**config.mk**
```make
export PLATFORM = sky130hd
export DESIGN_NAME = ffa_ram
export DESIGN_NICKNAME = d
export VERILOG_FILES = /design/src/ffa_ram.sv
export SDC_FILE = /design/constraint.sdc
export NUM_CORES = 1
export LEC_CHECK = 0
export ABC_CLOCK_PERIOD_IN_PS = 1600
export BUFFER_PORTS_ARGS = -buffer_cell sky130_fd_sc_hd__buf_2
export CAP_MARGIN = 20
export CORE_MARGIN = 4
export CORE_UTILIZATION = 54
export DETAILED_ROUTE_END_ITERATION = 16
export GPL_TIMING_DRIVEN = 0
export PLACE_DENSITY_LB_ADDON = 0.12
export SYNTH_ARGS = -nofsm -noshare
export SYNTH_HDL_FRONTEND = slang
export SYNTH_SLANG_ARGS = --single-unit
```
**constraint.sdc**
```tcl
create_clock -name clock -period 1.6 [get_ports clock]
set_clock_uncertainty 0.05 [all_clocks]
set_input_delay 0.16 -clock clock [delete_from_list [all_inputs] [get_ports clock]]
set_output_delay 0.16 -clock clock [all_outputs]
set_load 0.02 [all_outputs]
```
**src/ffa_ram.sv**
```systemverilog
// generic single-port-write, single-read ram with registered read data
// no dependencies
module ffa_ram #(
   parameter int WIDTH = 8,
   parameter int DEPTH = 16
) (
   input  logic                     clock,
   input  logic                     wr_en,
   input  logic [$clog2(DEPTH)-1:0] wr_addr,
   input  logic [WIDTH-1:0]         wr_data,
   input  logic [$clog2(DEPTH)-1:0] rd_addr,
   output logic [WIDTH-1:0]         rd_data
);
   logic [WIDTH-1:0] mem [DEPTH];
   logic [WIDTH-1:0] rd_data_ff;

   always_ff @(posedge clock) begin
      if (wr_en) begin
         mem[wr_addr] <= wr_data;
      end
      rd_data_ff <= mem[rd_addr];
   end

   assign rd_data = rd_data_ff;
endmodule

```
Yosys cells after proc, flatten, opt, wreduce, memory -nomap -nowiden:

Memory sizes are Yosys's and may differ from the RTL's. A register that Yosys moved wholly into a read port is not among the register bits.
Cells that the tools add are included.
W data, S select, Z words.

* memories: 1
* latch bits: 0
* bits in read-only memories: 0
* bits in writable memories: 128
* word-level logic and storage cells: 3
* register bits after elaboration: 0

Memories
* mem: depth 16, width 8, rd ports 1, clocked after memory_dff 1, wr ports 1, line 14 `logic [WIDTH-1:0] mem [DEPTH];`

* bitwise logic cells: 0
* equal/unequal tests: 0
* multiply operators: 0
* $lt $le $gt $ge: 0
* add/subtract/negate cells: 0
* mux-type cells: 2
* reduce and logical (&&, ||, !) cells: 0
* div/mod/pow operators: 0
* shift-type cells: 0

Operator list (number)
* $mux W1: 2

Logic depth before layout (Yosys ltp):

* depth in word-level cells: 2
* mapped depth: 5

Least setup slack after synthesis:

Ideal clock, no wire load.

* path type: input-to-reg
* start point: in wr_addr[2]
* end point: mem mem[0][0], enable pin
* data arrival time: 1.270 ns
* path slack: -0.103 ns
* library setup time: 0.383 ns
* path buffers: 0
* stages: 2
* cells stage by stage: or3b_2 > nor3_1

RTL lines
* from (decl): line 9 `input logic [$clog2(DEPTH)-1:0] wr_addr,`
* to (decl): line 14

No word-level cell before the write port.

==> flow_summary.json <==
{
  "status": "completed",
  "portBuffers": 24,
  "worstPathArrival_ps": 1750,
  "maxCapViolCount": 0,
  "fin_area_mm2": 0.00614,
  "holdBufCountCts": 6,
  "synth_seq_cells": 136,
  "place_congestion": 0.736,
  "cp_slowest_stage_delay_ps": 510,
  "p_leak_uw": 0.00208,
  "core_region_area_mm2": 0.00924,
  "fin_crit_sh": 0.878,
  "final_common_cell": "edfxtp_1",
  "slew_violations": 0,
  "antenna_found_initial": 0,
  "row_count": 35,
  "syn_area_mm2": 0.00515,
  "ios": 26,
  "synth.distinct_cells": 19,
  "drive_above_1_share": 0.296,
  "antenna_cells": 0,
  "fmax_mhz": 712,
  "grt_max_degree": 17,
  "utilization": 0.664,
  "globalRouteTotalUtil": 0.196,
  "r2r_slack_ps": 190,
  "dieWidth_um": 106,
  "dieArea_mm2": 0.0112,
  "critPathSlowestCell": "mux4_1",
  "viasPerCell": 5.73,
  "clkTransAtPathRegs_ps": 60,
  "setup_viol": 0,
  "netlist_instances": 229,
  "clock_insertion_delay_worst_skew_ps": 510,
  "grt_pass1_vias": 2572,
  "cts_buffer_depth": 2,
  "syn_nets": 247,
  "clkSinkCount": 136,
  "synth_top_area_share": 0.747,
  "dp_hpwl_um": 6130,
  "cts_buffers": 17,
  "grt_pass1_wl_um": 15300,
  "cts_setup_buffers": 0,
  "vdd_drop_max_mv": 0.683,
  "grt_overflow": 0,
  "ys_top_cells_by_area": "edfxtp_1 (75%), mux4_2 (7.9%), mux4_1 (7.1%)",
  "wire_per_inst_um": 23.2,
  "firstDrtPassIters": 4,
  "yosysSeqAreaShare": 0.778,
  "drt-initial-drc-count": 175,
  "cp-start-kind": "flip-flop",
  "htree_levels": 4,
  "grt_setup_unrepaired": "false",
  "drtAntennaViolNets": 0,
  "cts_tree": "built",
  "postCtsResizedCells": 0,
  "min_path_type": "input port to flip-flop",
  "vias": 2423,
  "crit_path_end_kind": "flip-flop",
  "cp_cell_sequence": "mux4_1 -> a22oi_1 -> nand2_1",
  "syn_area_per_cell_um2": 22.5,
  "crit_fanout": 1,
  "finalHoldViolCount": 0,
  "finalCriticalPeriod_ps": 1410,
  "yosysWarnings": 0,
  "start_util": 0.557,
  "slew_headroom": 0.472,
  "crit_type": "flip-flop to flip-flop",
  "placed_area_mm2": 0.00546,
  "synth_top_cell_by_area": "edfxtp_1",
  "worstMarginPinSlew_ps": 788,
  "nets": 299,
  "power_density_mw_per_mm2": 1370,
  "root_buffer": "clkbuf_8",
  "drt-total-wl_um": 9820,
  "syn_to_final_growth_pct": 19.2,
  "fp.dieH_um": 106,
  "drcViolationCount": 0,
  "layout_common_cells": "edfxtp_1 (128), buf_2 (27), mux4_2 (18)",
  "cp.required_ps": 1950
}
## critical path: cells and delay by family, from the launching register on
kind | cells | cell delay (ps)
muxes | 1 | 510
and+or+nand+nor | 1 | 80
DFF | 1 | 370
AOI/OAI and AO/OA | 1 | 290
## cell families after synthesis
group / count (synthesis) / share of synthesized area
multiplexers: 32 / 0.150
buffers and inverters: 10 / 0.0168
AO/OA/AOI/OAI: 16 / 0.0233
AND/OR/NAND/NOR: 35 / 0.0318
flip-flops: 136 / 0.778
## worst paths after layout
path	cells past startpoint	endpoint	startpoint
hold reg to reg	3	rd_data[2]	mem[9][2]
setup / recovery	3	rd_data[5]	mem[1][5]
hold / removal	1	mem[12][1]	wr_data[1]
setup reg to reg	3	rd_data[5]	mem[1][5]
## synthesized netlist by cell type
cell and n:
edfxtp_1 128, mux4_2 18, a22oi_1 16, mux4_1 14, nor2_1 13, nand2_1 9, dfxtp_1 8, nor3_1 4
buf_2 3, buf_6 3, clkdlybuf4s25_2 3, nand2b_1 2, nand3b_1 2, and2_1 1, and2b_1 1, buf_4 1
nand3_1 1, nor2b_1 1, or3b_2 1
## sequential cells by signal, indices dropped and copies added, names as in the netlist
name / cells
rd_data: 8
mem: 128
## metal layers
layer	part of all wire	up-vias	global-route usage
met1	0.42	1240	0.280
met4	0.018	0	0.0777
li1	-	1079	-
met3	0.076	12	0.0557
met5	0	-	0
met2	0.48	92	0.290
## cell type report
class                   instances  area [um2]
multi-input cells              83        1060
clock buffers                  21         449
flip-flops and latches        136        4000
plain buffers                  10        86.3
clock inverters                11         171
well taps                     129         161
fillers                       597        3100
repair buffers                 33         203
## power breakdown
part / leakage (uW) / switching (uW) / internal (uW) / total (uW)
logic: 0.000557 / 247 / 169 / 417
clock network: 0.000298 / 1380 / 2610 / 3990
registers: 0.00122 / 18.3 / 3980 / 4000
total: 0.00208 / 1640 / 6770 / 8410
## stage by stage
step                power (uW)  std cells  worst slack, ps  TNS, ps  hold slack, ps
finish                    8410        423              195        0            22.5
global route              8670        423              122        0            12.5
CTS                       8480        423              160        0            5.61
detailed placement        4480        385             -295    -9210             522
global placement          4470        382             -411   -17010             506
floorplan                 4310        229              124        0             209
Power figures use the tool's default switching activity.
